## config.mk

```make
export PLATFORM = sky130hd
export DESIGN_NAME = market_feed_packet_deframer
export DESIGN_NICKNAME = d
export VERILOG_FILES = /design/src/sv/mfd_pkg.sv /design/src/sv/mfd_front.sv /design/src/sv/mfd_queue.sv /design/src/sv/mfd_back.sv /design/src/sv/market_feed_packet_deframer.sv
export SDC_FILE = /design/constraint.sdc
export NUM_CORES = 2
export LEC_CHECK = 0
export BUFFER_PORTS_ARGS = -buffer_cell sky130_fd_sc_hd__clkbuf_2
export CORE_MARGIN = 1
export CORE_UTILIZATION = 56
export DETAILED_ROUTE_END_ITERATION = 10
export GPL_ROUTABILITY_DRIVEN = 0
export PLACE_DENSITY = 0.76
export SLEW_MARGIN = 20
export SYNTH_ARGS = -nofsm -noshare
export SYNTH_HDL_FRONTEND = slang
export SYNTH_SLANG_ARGS = --single-unit
```

## constraint.sdc

```tcl
create_clock -name clk -period 10.7 [get_ports clk]
set_input_delay 1.605 -clock clk [delete_from_list [all_inputs] [get_ports clk]]
set_output_delay 1.605 -clock clk [all_outputs]
set_load 0.02 [all_outputs]
```

## src/sv/mfd_pkg.sv

```systemverilog
// shared types and constants for the market feed packet deframer
package mfd_pkg;

  // result queue between parser and record emitter
  localparam int QUEUE_DEPTH = 4;

  // header layout (byte counts after the byte is taken)
  localparam logic [4:0] SES_TOP_BYTES = 5'd2;
  localparam logic [4:0] SES_BOT_BYTES = 5'd10;
  localparam logic [4:0] SEQ_BYTES     = 5'd18;
  localparam logic [4:0] HDR_BYTES     = 5'd20;

  // record kinds
  localparam logic [1:0] REC_HEADER    = 2'd0;
  localparam logic [1:0] REC_MSG_START = 2'd1;
  localparam logic [1:0] REC_PAYLOAD   = 2'd2;
  localparam logic [1:0] REC_PKT_END   = 2'd3;

  // packet kinds
  localparam logic [1:0] PK_DATA        = 2'd0;
  localparam logic [1:0] PK_HEARTBEAT   = 2'd1;
  localparam logic [1:0] PK_END_SESSION = 2'd2;
  localparam logic [1:0] PK_REQUEST     = 2'd3;

  // special message counts
  localparam logic [15:0] CNT_HEARTBEAT   = 16'h0000;
  localparam logic [15:0] CNT_END_SESSION = 16'hFFFF;

  // end record status
  localparam logic ST_OK    = 1'b0;
  localparam logic ST_ERROR = 1'b1;

  typedef enum logic [2:0] {
    PH_IDLE,
    PH_HEADER,
    PH_LEN_HI,
    PH_LEN_LO,
    PH_PAYLOAD,
    PH_TRAILING,
    PH_DRAIN
  } phase_t;

  typedef struct packed {
    logic [7:0] data_byte;
    logic       last_byte;
    logic       mode;
  } in_item_t;

  typedef struct packed {
    logic [1:0]  record_kind;
    logic [15:0] session_high;
    logic [63:0] session_low;
    logic [63:0] seq_num;
    logic [15:0] msg_total;
    logic [1:0]  packet_kind;
    logic [15:0] msg_len;
    logic [7:0]  payload_byte;
    logic        last_in_message;
    logic        status;
    logic        last_record;
  } out_item_t;

  // one request's worth of records: a first record and an optional end record
  typedef struct packed {
    out_item_t first;
    logic      has_end;
    logic      end_status;
  } q_entry_t;

  typedef struct packed {
    logic empty;
    logic full;
  } q_stat_t;

endpackage

```

## src/sv/mfd_front.sv

```systemverilog
// byte parser: tracks packet phase and classifies each request into queue entries
module mfd_front import mfd_pkg::*; (
  input  logic     clk,
  input  logic     rst_n,
  input  logic     in_valid,
  output logic     in_stall,
  input  in_item_t in_data,
  input  q_stat_t  q_stat,
  output logic     push,
  output q_entry_t push_entry
);

  phase_t      phase_r, phase_nxt;
  logic [4:0]  hdr_cnt_r, hdr_cnt_nxt;
  logic        is_req_r, is_req_nxt;
  logic [15:0] ses_top_r, ses_top_nxt;
  logic [63:0] ses_bot_r, ses_bot_nxt;
  logic [63:0] first_seq_r, first_seq_nxt;
  logic [15:0] msg_cnt_r, msg_cnt_nxt;
  logic [15:0] msg_idx_r, msg_idx_nxt;
  logic [7:0]  len_hi_r, len_hi_nxt;
  logic [15:0] remain_r, remain_nxt;

  logic        acc;
  logic [7:0]  b;
  logic        last;
  logic [64:0] seq_sum;
  logic [15:0] idx_inc;
  logic [15:0] len_full;
  logic [15:0] remain_dec;
  logic [1:0]  pk;
  logic        msg_done;
  logic        has_first;
  q_entry_t    ent;

  assign in_stall = q_stat.full;
  assign acc      = in_valid && !q_stat.full;
  assign b        = in_data.data_byte;
  assign last     = in_data.last_byte;

  // sequence of the current message, carry flags a wrap past 2^64-1
  assign seq_sum    = {1'b0, first_seq_r} + {49'd0, msg_idx_r};
  assign idx_inc    = msg_idx_r + 16'd1;
  assign len_full   = {len_hi_r, b};
  assign remain_dec = remain_r - 16'd1;

  always_comb begin
    phase_nxt     = phase_r;
    hdr_cnt_nxt   = hdr_cnt_r;
    is_req_nxt    = is_req_r;
    ses_top_nxt   = ses_top_r;
    ses_bot_nxt   = ses_bot_r;
    first_seq_nxt = first_seq_r;
    msg_cnt_nxt   = msg_cnt_r;
    msg_idx_nxt   = msg_idx_r;
    len_hi_nxt    = len_hi_r;
    remain_nxt    = remain_r;
    ent           = '0;
    has_first     = 1'b0;
    msg_done      = 1'b0;
    pk            = PK_DATA;

    if (acc) begin
      case (phase_r)
        PH_IDLE, PH_HEADER: begin
          // new packet starts from a clean header
          if (phase_r == PH_IDLE) begin
            is_req_nxt    = in_data.mode;
            hdr_cnt_nxt   = '0;
            ses_top_nxt   = '0;
            ses_bot_nxt   = '0;
            first_seq_nxt = '0;
            msg_cnt_nxt   = '0;
            msg_idx_nxt   = '0;
          end
          if (hdr_cnt_nxt < SES_TOP_BYTES) begin
            ses_top_nxt = {ses_top_nxt[7:0], b};
          end else if (hdr_cnt_nxt < SES_BOT_BYTES) begin
            ses_bot_nxt = {ses_bot_nxt[55:0], b};
          end else if (hdr_cnt_nxt < SEQ_BYTES) begin
            first_seq_nxt = {first_seq_nxt[55:0], b};
          end else begin
            msg_cnt_nxt = {msg_cnt_nxt[7:0], b};
          end
          hdr_cnt_nxt = hdr_cnt_nxt + 5'd1;

          if (hdr_cnt_nxt != HDR_BYTES) begin
            if (last) begin
              has_first              = 1'b1;
              ent.first.record_kind  = REC_PKT_END;
              ent.first.status       = ST_ERROR;
              phase_nxt              = PH_IDLE;
            end else begin
              phase_nxt = PH_HEADER;
            end
          end else begin
            if (is_req_nxt) begin
              pk = PK_REQUEST;
            end else if (msg_cnt_nxt == CNT_HEARTBEAT) begin
              pk = PK_HEARTBEAT;
            end else if (msg_cnt_nxt == CNT_END_SESSION) begin
              pk = PK_END_SESSION;
            end else begin
              pk = PK_DATA;
            end
            has_first              = 1'b1;
            ent.first.record_kind  = REC_HEADER;
            ent.first.session_high = ses_top_nxt;
            ent.first.session_low  = ses_bot_nxt;
            ent.first.seq_num      = first_seq_nxt;
            ent.first.msg_total    = msg_cnt_nxt;
            ent.first.packet_kind  = pk;
            if (pk != PK_DATA) begin
              if (last) begin
                ent.has_end    = 1'b1;
                ent.end_status = ST_OK;
                phase_nxt      = PH_IDLE;
              end else begin
                phase_nxt = PH_TRAILING;
              end
            end else begin
              msg_idx_nxt = '0;
              if (last) begin
                ent.has_end    = 1'b1;
                ent.end_status = ST_ERROR;
                phase_nxt      = PH_IDLE;
              end else begin
                phase_nxt = PH_LEN_HI;
              end
            end
          end
        end

        PH_LEN_HI: begin
          if (seq_sum[64]) begin
            has_first             = 1'b1;
            ent.first.record_kind = REC_PKT_END;
            ent.first.status      = ST_ERROR;
            phase_nxt             = last ? PH_IDLE : PH_DRAIN;
          end else begin
            len_hi_nxt = b;
            if (last) begin
              has_first             = 1'b1;
              ent.first.record_kind = REC_PKT_END;
              ent.first.status      = ST_ERROR;
              phase_nxt             = PH_IDLE;
            end else begin
              phase_nxt = PH_LEN_LO;
            end
          end
        end

        PH_LEN_LO: begin
          has_first             = 1'b1;
          ent.first.record_kind = REC_MSG_START;
          ent.first.seq_num     = seq_sum[63:0];
          ent.first.msg_len     = len_full;
          if (len_full == 16'd0) begin
            msg_done = 1'b1;
          end else begin
            remain_nxt = len_full;
            if (last) begin
              ent.has_end    = 1'b1;
              ent.end_status = ST_ERROR;
              phase_nxt      = PH_IDLE;
            end else begin
              phase_nxt = PH_PAYLOAD;
            end
          end
        end

        PH_PAYLOAD: begin
          has_first              = 1'b1;
          ent.first.record_kind  = REC_PAYLOAD;
          ent.first.payload_byte = b;
          remain_nxt             = remain_dec;
          if (remain_dec == 16'd0) begin
            ent.first.last_in_message = 1'b1;
            msg_done                  = 1'b1;
          end else if (last) begin
            ent.has_end    = 1'b1;
            ent.end_status = ST_ERROR;
            phase_nxt      = PH_IDLE;
          end
        end

        PH_TRAILING: begin
          has_first             = 1'b1;
          ent.first.record_kind = REC_PKT_END;
          ent.first.status      = ST_ERROR;
          phase_nxt             = last ? PH_IDLE : PH_DRAIN;
        end

        PH_DRAIN: begin
          if (last) begin
            phase_nxt = PH_IDLE;
          end
        end

        default: begin
          phase_nxt = PH_IDLE;
        end
      endcase

      // end of a message: next length, trailing check or packet end
      if (msg_done) begin
        msg_idx_nxt = idx_inc;
        if (idx_inc == msg_cnt_r) begin
          if (last) begin
            ent.has_end    = 1'b1;
            ent.end_status = ST_OK;
            phase_nxt      = PH_IDLE;
          end else begin
            phase_nxt = PH_TRAILING;
          end
        end else if (last) begin
          ent.has_end    = 1'b1;
          ent.end_status = ST_ERROR;
          phase_nxt      = PH_IDLE;
        end else begin
          phase_nxt = PH_LEN_HI;
        end
      end
    end
  end

  assign push       = has_first;
  assign push_entry = ent;

  always_ff @(posedge clk) begin
    if (!rst_n) begin
      phase_r     <= PH_IDLE;
      hdr_cnt_r   <= '0;
      is_req_r    <= 1'b0;
      msg_cnt_r   <= '0;
      msg_idx_r   <= '0;
      remain_r    <= '0;
      ses_top_r   <= '0;
      ses_bot_r   <= '0;
      first_seq_r <= '0;
      len_hi_r    <= '0;
    end else begin
      phase_r     <= phase_nxt;
      hdr_cnt_r   <= hdr_cnt_nxt;
      is_req_r    <= is_req_nxt;
      msg_cnt_r   <= msg_cnt_nxt;
      msg_idx_r   <= msg_idx_nxt;
      remain_r    <= remain_nxt;
      ses_top_r   <= ses_top_nxt;
      ses_bot_r   <= ses_bot_nxt;
      first_seq_r <= first_seq_nxt;
      len_hi_r    <= len_hi_nxt;
    end
  end

endmodule

```

## src/sv/mfd_queue.sv

```systemverilog
// short register queue of parsed entries between parser and emitter
module mfd_queue import mfd_pkg::*; #(
  parameter int DEPTH = QUEUE_DEPTH
) (
  input  logic     clk,
  input  logic     rst_n,
  input  logic     push,
  input  q_entry_t push_entry,
  input  logic     pop,
  output q_entry_t pop_entry,
  output q_stat_t  q_stat
);

  localparam int PW = $clog2(DEPTH);
  localparam int CW = $clog2(DEPTH + 1);

  q_entry_t        mem_r [DEPTH];
  logic [PW-1:0]   wr_ptr_r, wr_ptr_nxt;
  logic [PW-1:0]   rd_ptr_r, rd_ptr_nxt;
  logic [CW-1:0]   cnt_r, cnt_nxt;

  always_comb begin
    wr_ptr_nxt = wr_ptr_r;
    rd_ptr_nxt = rd_ptr_r;
    cnt_nxt    = cnt_r;
    if (push) begin
      wr_ptr_nxt = (wr_ptr_r == PW'(DEPTH - 1)) ? '0 : wr_ptr_r + PW'(1);
    end
    if (pop) begin
      rd_ptr_nxt = (rd_ptr_r == PW'(DEPTH - 1)) ? '0 : rd_ptr_r + PW'(1);
    end
    case ({push, pop})
      2'b10:   cnt_nxt = cnt_r + CW'(1);
      2'b01:   cnt_nxt = cnt_r - CW'(1);
      default: cnt_nxt = cnt_r;
    endcase
  end

  always_ff @(posedge clk) begin
    if (push) begin
      mem_r[wr_ptr_r] <= push_entry;
    end
  end

  always_ff @(posedge clk) begin
    if (!rst_n) begin
      wr_ptr_r <= '0;
      rd_ptr_r <= '0;
      cnt_r    <= '0;
    end else begin
      wr_ptr_r <= wr_ptr_nxt;
      rd_ptr_r <= rd_ptr_nxt;
      cnt_r    <= cnt_nxt;
    end
  end

  assign pop_entry    = mem_r[rd_ptr_r];
  assign q_stat.empty = (cnt_r == '0);
  assign q_stat.full  = (cnt_r == CW'(DEPTH));

endmodule

```

## src/sv/mfd_back.sv

```systemverilog
// record emitter: unpacks queue entries into one record per cycle on the output register while out_stall is low
module mfd_back import mfd_pkg::*; (
  input  logic      clk,
  input  logic      rst_n,
  input  q_stat_t   q_stat,
  input  q_entry_t  pop_entry,
  output logic      pop,
  output logic      out_valid,
  input  logic      out_stall,
  output out_item_t out_data
);

  logic      out_valid_r, out_valid_nxt;
  out_item_t out_data_r, out_data_nxt;
  logic      pend_r, pend_nxt;
  logic      pend_err_r, pend_err_nxt;
  logic      load;

  assign load = !out_valid_r || !out_stall;
  assign pop  = load && !pend_r && !q_stat.empty;

  always_comb begin
    out_valid_nxt = out_valid_r;
    out_data_nxt  = out_data_r;
    pend_nxt      = pend_r;
    pend_err_nxt  = pend_err_r;
    if (load) begin
      if (pend_r) begin
        // trailing end record of the same request
        out_valid_nxt            = 1'b1;
        out_data_nxt             = '0;
        out_data_nxt.record_kind = REC_PKT_END;
        out_data_nxt.status      = pend_err_r;
        out_data_nxt.last_record = 1'b1;
        pend_nxt                 = 1'b0;
      end else if (!q_stat.empty) begin
        out_valid_nxt            = 1'b1;
        out_data_nxt             = pop_entry.first;
        out_data_nxt.last_record = !pop_entry.has_end;
        pend_nxt                 = pop_entry.has_end;
        pend_err_nxt             = pop_entry.end_status;
      end else begin
        out_valid_nxt = 1'b0;
      end
    end
  end

  always_ff @(posedge clk) begin
    if (!rst_n) begin
      out_valid_r <= 1'b0;
      pend_r      <= 1'b0;
    end else begin
      out_valid_r <= out_valid_nxt;
      pend_r      <= pend_nxt;
    end
  end

  always_ff @(posedge clk) begin
    out_data_r <= out_data_nxt;
    pend_err_r <= pend_err_nxt;
  end

  assign out_valid = out_valid_r;
  assign out_data  = out_data_r;

endmodule

```

## src/sv/market_feed_packet_deframer.sv

```systemverilog
// top level of the market feed packet deframer
//
//   channel | direction | handshake            | payload
//   --------+-----------+----------------------+-----------------------------
//   in_     | input     | in_valid / in_stall  | in_item_t: one packet byte
//   out_    | output    | out_valid / out_stall| out_item_t: one parsed record
//
// one byte request is taken per cycle while the entry queue is not full; the parser never waits on its own work
// each byte gives zero, one or two records; the output register sends one a cycle
//   while out_stall is low, so a byte that gives two holds off the next pop until both are sent
// first record of a byte is written into the entry queue at the accepting edge
//   and then loaded into the output register once the emitter can take it
// in_stall rises only when the entry queue (Q_DEPTH entries) is full
// reset is synchronous and active low; no clearing pass is needed after it
module market_feed_packet_deframer import mfd_pkg::*; #(
  parameter int Q_DEPTH = QUEUE_DEPTH
) (
  input  logic      clk,
  input  logic      rst_n,
  input  logic      in_valid,
  output logic      in_stall,
  input  in_item_t  in_data,
  output logic      out_valid,
  input  logic      out_stall,
  output out_item_t out_data
);

  // parser to queue
  logic     push;
  q_entry_t push_entry;

  // queue to emitter
  logic     pop;
  q_entry_t pop_entry;
  q_stat_t  q_stat;

  // front: header assembly, message framing, error detection
  mfd_front u_front (
    .clk        (clk),
    .rst_n      (rst_n),
    .in_valid   (in_valid),
    .in_stall   (in_stall),
    .in_data    (in_data),
    .q_stat     (q_stat),
    .push       (push),
    .push_entry (push_entry)
  );

  // decoupling queue: lets the parser run on while the output is stalled
  mfd_queue #(
    .DEPTH (Q_DEPTH)
  ) u_queue (
    .clk        (clk),
    .rst_n      (rst_n),
    .push       (push),
    .push_entry (push_entry),
    .pop        (pop),
    .pop_entry  (pop_entry),
    .q_stat     (q_stat)
  );

  // back: expands each entry into its records, sets last_record
  mfd_back u_back (
    .clk       (clk),
    .rst_n     (rst_n),
    .q_stat    (q_stat),
    .pop_entry (pop_entry),
    .pop       (pop),
    .out_valid (out_valid),
    .out_stall (out_stall),
    .out_data  (out_data)
  );

endmodule

```

==> summary.txt <==
Worst setup path
  • CP Cell Sequence: nor3_2 -> buf_4 -> nor2b_1 -> ha_1 -> xnor2_1 -> nor3_1 -> nand2_1 -> nand2_1 -> o21ai_0 -> a221oi_1 -> clkbuf_2 -> and2_4 -> buf_4 -> buf_4
  • Capture point of the critical path: u_queue.mem_r[1][59]
  • FF-to-FF setup slack: 5060 ps
  • Crit path depth: 14
  • Worst-path fanout max: 63
  • Worst Setup End Kind: register
  • Max stage delay on crit path: 800 ps
  • Most frequent CP cell: buf_4
  • WP data required: 10990 ps
  • Reg2reg path depth: 14
  • Worst path bufs/invs: 4
  • Startpoint types: register
  • Worst EP arrival: slightly below 6000 ps
  • Worst flop-to-flop path startpoint: u_front.phase_r[2]
  • CP top delay family: buffers and inverters
  • Crit path launch: u_front.phase_r[2]
  • CP max stage cell: buf_4
  • Worst flop-to-flop path endpoint: u_queue.mem_r[1][59]
  • Crit path kind: register to register

Global route
  • Vias in the first global route: slightly below 30k
  • Initial antenna violation count: 7
  • Largest net degree at the start of global routing: 100
  • Grt ovf: 0
  • Total global-route track usage: 24.9%
  • First-pass GRT wire length: between 150000 and 200000 um

Logic synthesis
  • Synth cell types: 74
  • Fraction of registers with async set/reset: 0%
  • Number of flops mapped to enable cells by yosys: 960
  • Mapped Area: 0.0488 sq mm
  • Syn_area_per_cell: 14.3 sq um
  • Most frequent cell after synthesis: edfxtp_1
  • Largest cells by area after synthesis: edfxtp_1 (59%), dfxtp_1 (9.0%), mux4_2 (8.9%)
  • Ys Warns: 0
  • Post-synth top area share: 59.1%
  • Synth top cells by count: edfxtp_1 (960), nand2_1 (308), nor2_1 (242)
  • Seq/Total Area, Yosys: between 60 and 70%
  • Syn Nets: roughly 3.5k
  • Synthesized instance count: between 3k and 4k
  • Synth Register Bits: 1180
  • Synth area leader: edfxtp_1
  • Synth Flop Type: edfxtp_1

Power
  • Leak: approximately 18 nW
  • Power Density: around 240 mW/mm^2
  • VDD IR max: just under 0.4 mV

Floorplan
  • Core ar.: 0.0857 sq mm
  • Io pins: 207
  • Initial Util: between 50% and 60%
  • Die footprint: 0.0883 sq mm
  • Cell Rows: ~110
  • Die Y: 297 um
  • Die Wd: 297 um

CTS
  • Buffer depth of the longest clock path: 3
  • # hold bufs at CTS: 0
  • Post-CTS setup buffer count: 0
  • Root buffer cell: clkbuf_16
  • CTS tree: built
  • Post-cts resize count: 0
  • Reg clk slew, reported paths: around 60 ps
  • H-tree lvl count: 3
  • Clk Latency, worst-skew pair: between 600 and 700 ps
  • TritonCTS Sinks: between 1k and 1.5k
  • Num CTS Buffers: about 110

Detailed routing
  • Post-DR vias/cell: a little over 6
  • Vias: ~30k
  • Final antenna-violating net count: 0
  • Routed len/inst: around 23 um
  • # DRC: 0
  • Initial DRC count: between 3k and 4k
  • Final wirelength: 110000 um
  • Pre-antenna DRT Iters: 6

Timing
  • Minimum clock period: approximately 5600 ps
  • TNS Setup: 0 ps
  • Fmax: 177 MHz
  • RSZ-0062 raised after global routing: false
  • Worst clock skew: between 30 and 40 ps
  • Final Hold Viols: 0
  • Final Setup Violations: 0
  • Final period util: approximately 53%
  • Rel. slew slack: 22.9%
  • Pin slew with the least headroom to its limit: about 1200 ps
  • Max-slew violation count: 0

Hold path
  • Tightest Hold Check Type: register to register
  • Hold depth: 2

Final layout
  • Post-Layout Cell Count: 4779
  • Layout cells sized above 1: between 10% and 20%
  • Syn-to-layout area delta: 11.8%
  • # diodes: 0
  • Final Cell Area: between 0.05 and 0.06 sq mm
  • Final nets: around 3.6k
  • Final Util: a little under two thirds

Placement
  • Placed Cells: 4564
  • PortBufs: between 200 and 250
  • Post-DP HPWL: between 60000 and 70000 um
  • Placed instance area: 0.0508 sq mm

Job
  • MaxCap Viol Count: 0

Run status
  • Status: complete, no violations
==> cells in the final DEF, fill, tap and decap left out, drive strengths merged, types with 77 or more instances in the layout <==
cell type | netlist | routed
dfxtp | 220 | 220
nor2b | 195 | 195
clkbuf | 213 | 368
a21oi | 206 | 206
nor2 | 242 | 242
mux4 | 192 | 192
nand3 | 77 | 77
edfxtp | 960 | 960
a22oi | 132 | 132
nand2 | 308 | 308
o21ai | 82 | 82
==> logic make-up after synthesis <==
logic type / after synthesis / share of synthesized area, %
AO/OA/AOI/OAI: 590 / 7.77
XOR/XNOR: 55 / 0.988
adder cells (fa/ha/maj): 29 / 0.775
buffers and inverters: 284 / 2.25
flip-flops: 1180 / 68.1
multiplexers: 229 / 9.63
AND/OR/NAND/NOR: 1047 / 10.5
==> metal layers <==
metal  global-route usage, %  wire (um)  up-vias
li1                        -          -    13200
met1                    35.2      45300    14800
met2                    39.8      53100     1438
met3                    3.74       8700      201
met4                    8.39       3230        6
met5                       0         31        -
==> worst register-to-register path: stages (launching register included) <==
cell      delay (ps)
dfxtp_1          510
nor3_2           250
buf_4            470
nor2b_1          170
ha_1             270
xnor2_1          130
nor3_1           240
nand2_1          200
nand2_1          100
o21ai_0          100
a221oi_1         510
clkbuf_2         280
and2_4           660
buf_4            500
buf_4            800
==> through the flow <==
| stage | setup slack [ps] | hold slack [ps] | total power, W |
|---|---|---|---|
| 2_1_floorplan | 2590 | 437 | 0.00853 |
| 3_3_place_gp | 4950 | 442 | 0.00945 |
| 3_5_place_dp | 4860 | 448 | 0.00948 |
| 4_1_cts | 4770 | 457 | 0.0134 |
| 5_1_grt | 4720 | 472 | 0.0138 |
| 6_report | 5060 | 457 | 0.0133 |
==> state kept, by name, summed over array words and instances (netlist names), named ones only <==
signal,count
u_front.ses_top_r,16
u_front.phase_r,3
u_front.msg_idx_r,16
u_front.ses_bot_r,64
u_front.remain_r,16
u_front.len_hi_r,8
u_front.first_seq_r,64
u_back.out_data,191
u_front.is_req_r,1
u_queue.rd_ptr_r,2
u_back.out_valid,1
u_queue.cnt_r,3
u_front.msg_cnt_r,16
u_back.pend_r,1
u_front.hdr_cnt_r,5
u_queue.mem_r,768
u_queue.wr_ptr_r,2
u_back.pend_err_r,1
==> power breakdown <==
group	internal, W	total (W)	leakage, nW	switching, W
clock	0.00229	0.00398	1.81	0.00169
sequential	0.00589	0.00613	11.0	0.000246
combinational	0.00119	0.00321	5.58	0.00201
total	0.00937	0.0133	18.3	0.00395
==> area by class of cell <==
cell class,instances,area [sq um]
Fill cell,6011,31200
Sequential cell,1180,33200
Tap cell,1144,1430
Inverter,30,118
Timing Repair Buffer,261,1450
Clock inverter,53,596
Multi-Input combinational cell,1950,14500
Clock buffer,161,3140
==> worst min path at each step <==
stage / from / slack, ps / end
floorplan: u_front.ses_top_r[10] / 440 / u_front.ses_top_r[10]
global placement: u_front.ses_top_r[11] / 440 / u_front.ses_top_r[11]
detailed placement: u_front.ses_top_r[13] / 450 / u_front.ses_top_r[13]
CTS: u_front.ses_top_r[11] / 460 / u_front.ses_top_r[11]
global route: u_front.ses_top_r[15] / 470 / u_front.ses_top_r[15]
finish: u_front.ses_top_r[11] / 460 / u_front.ses_top_r[11]
Note: power is estimated with default switching activity, not from simulation.
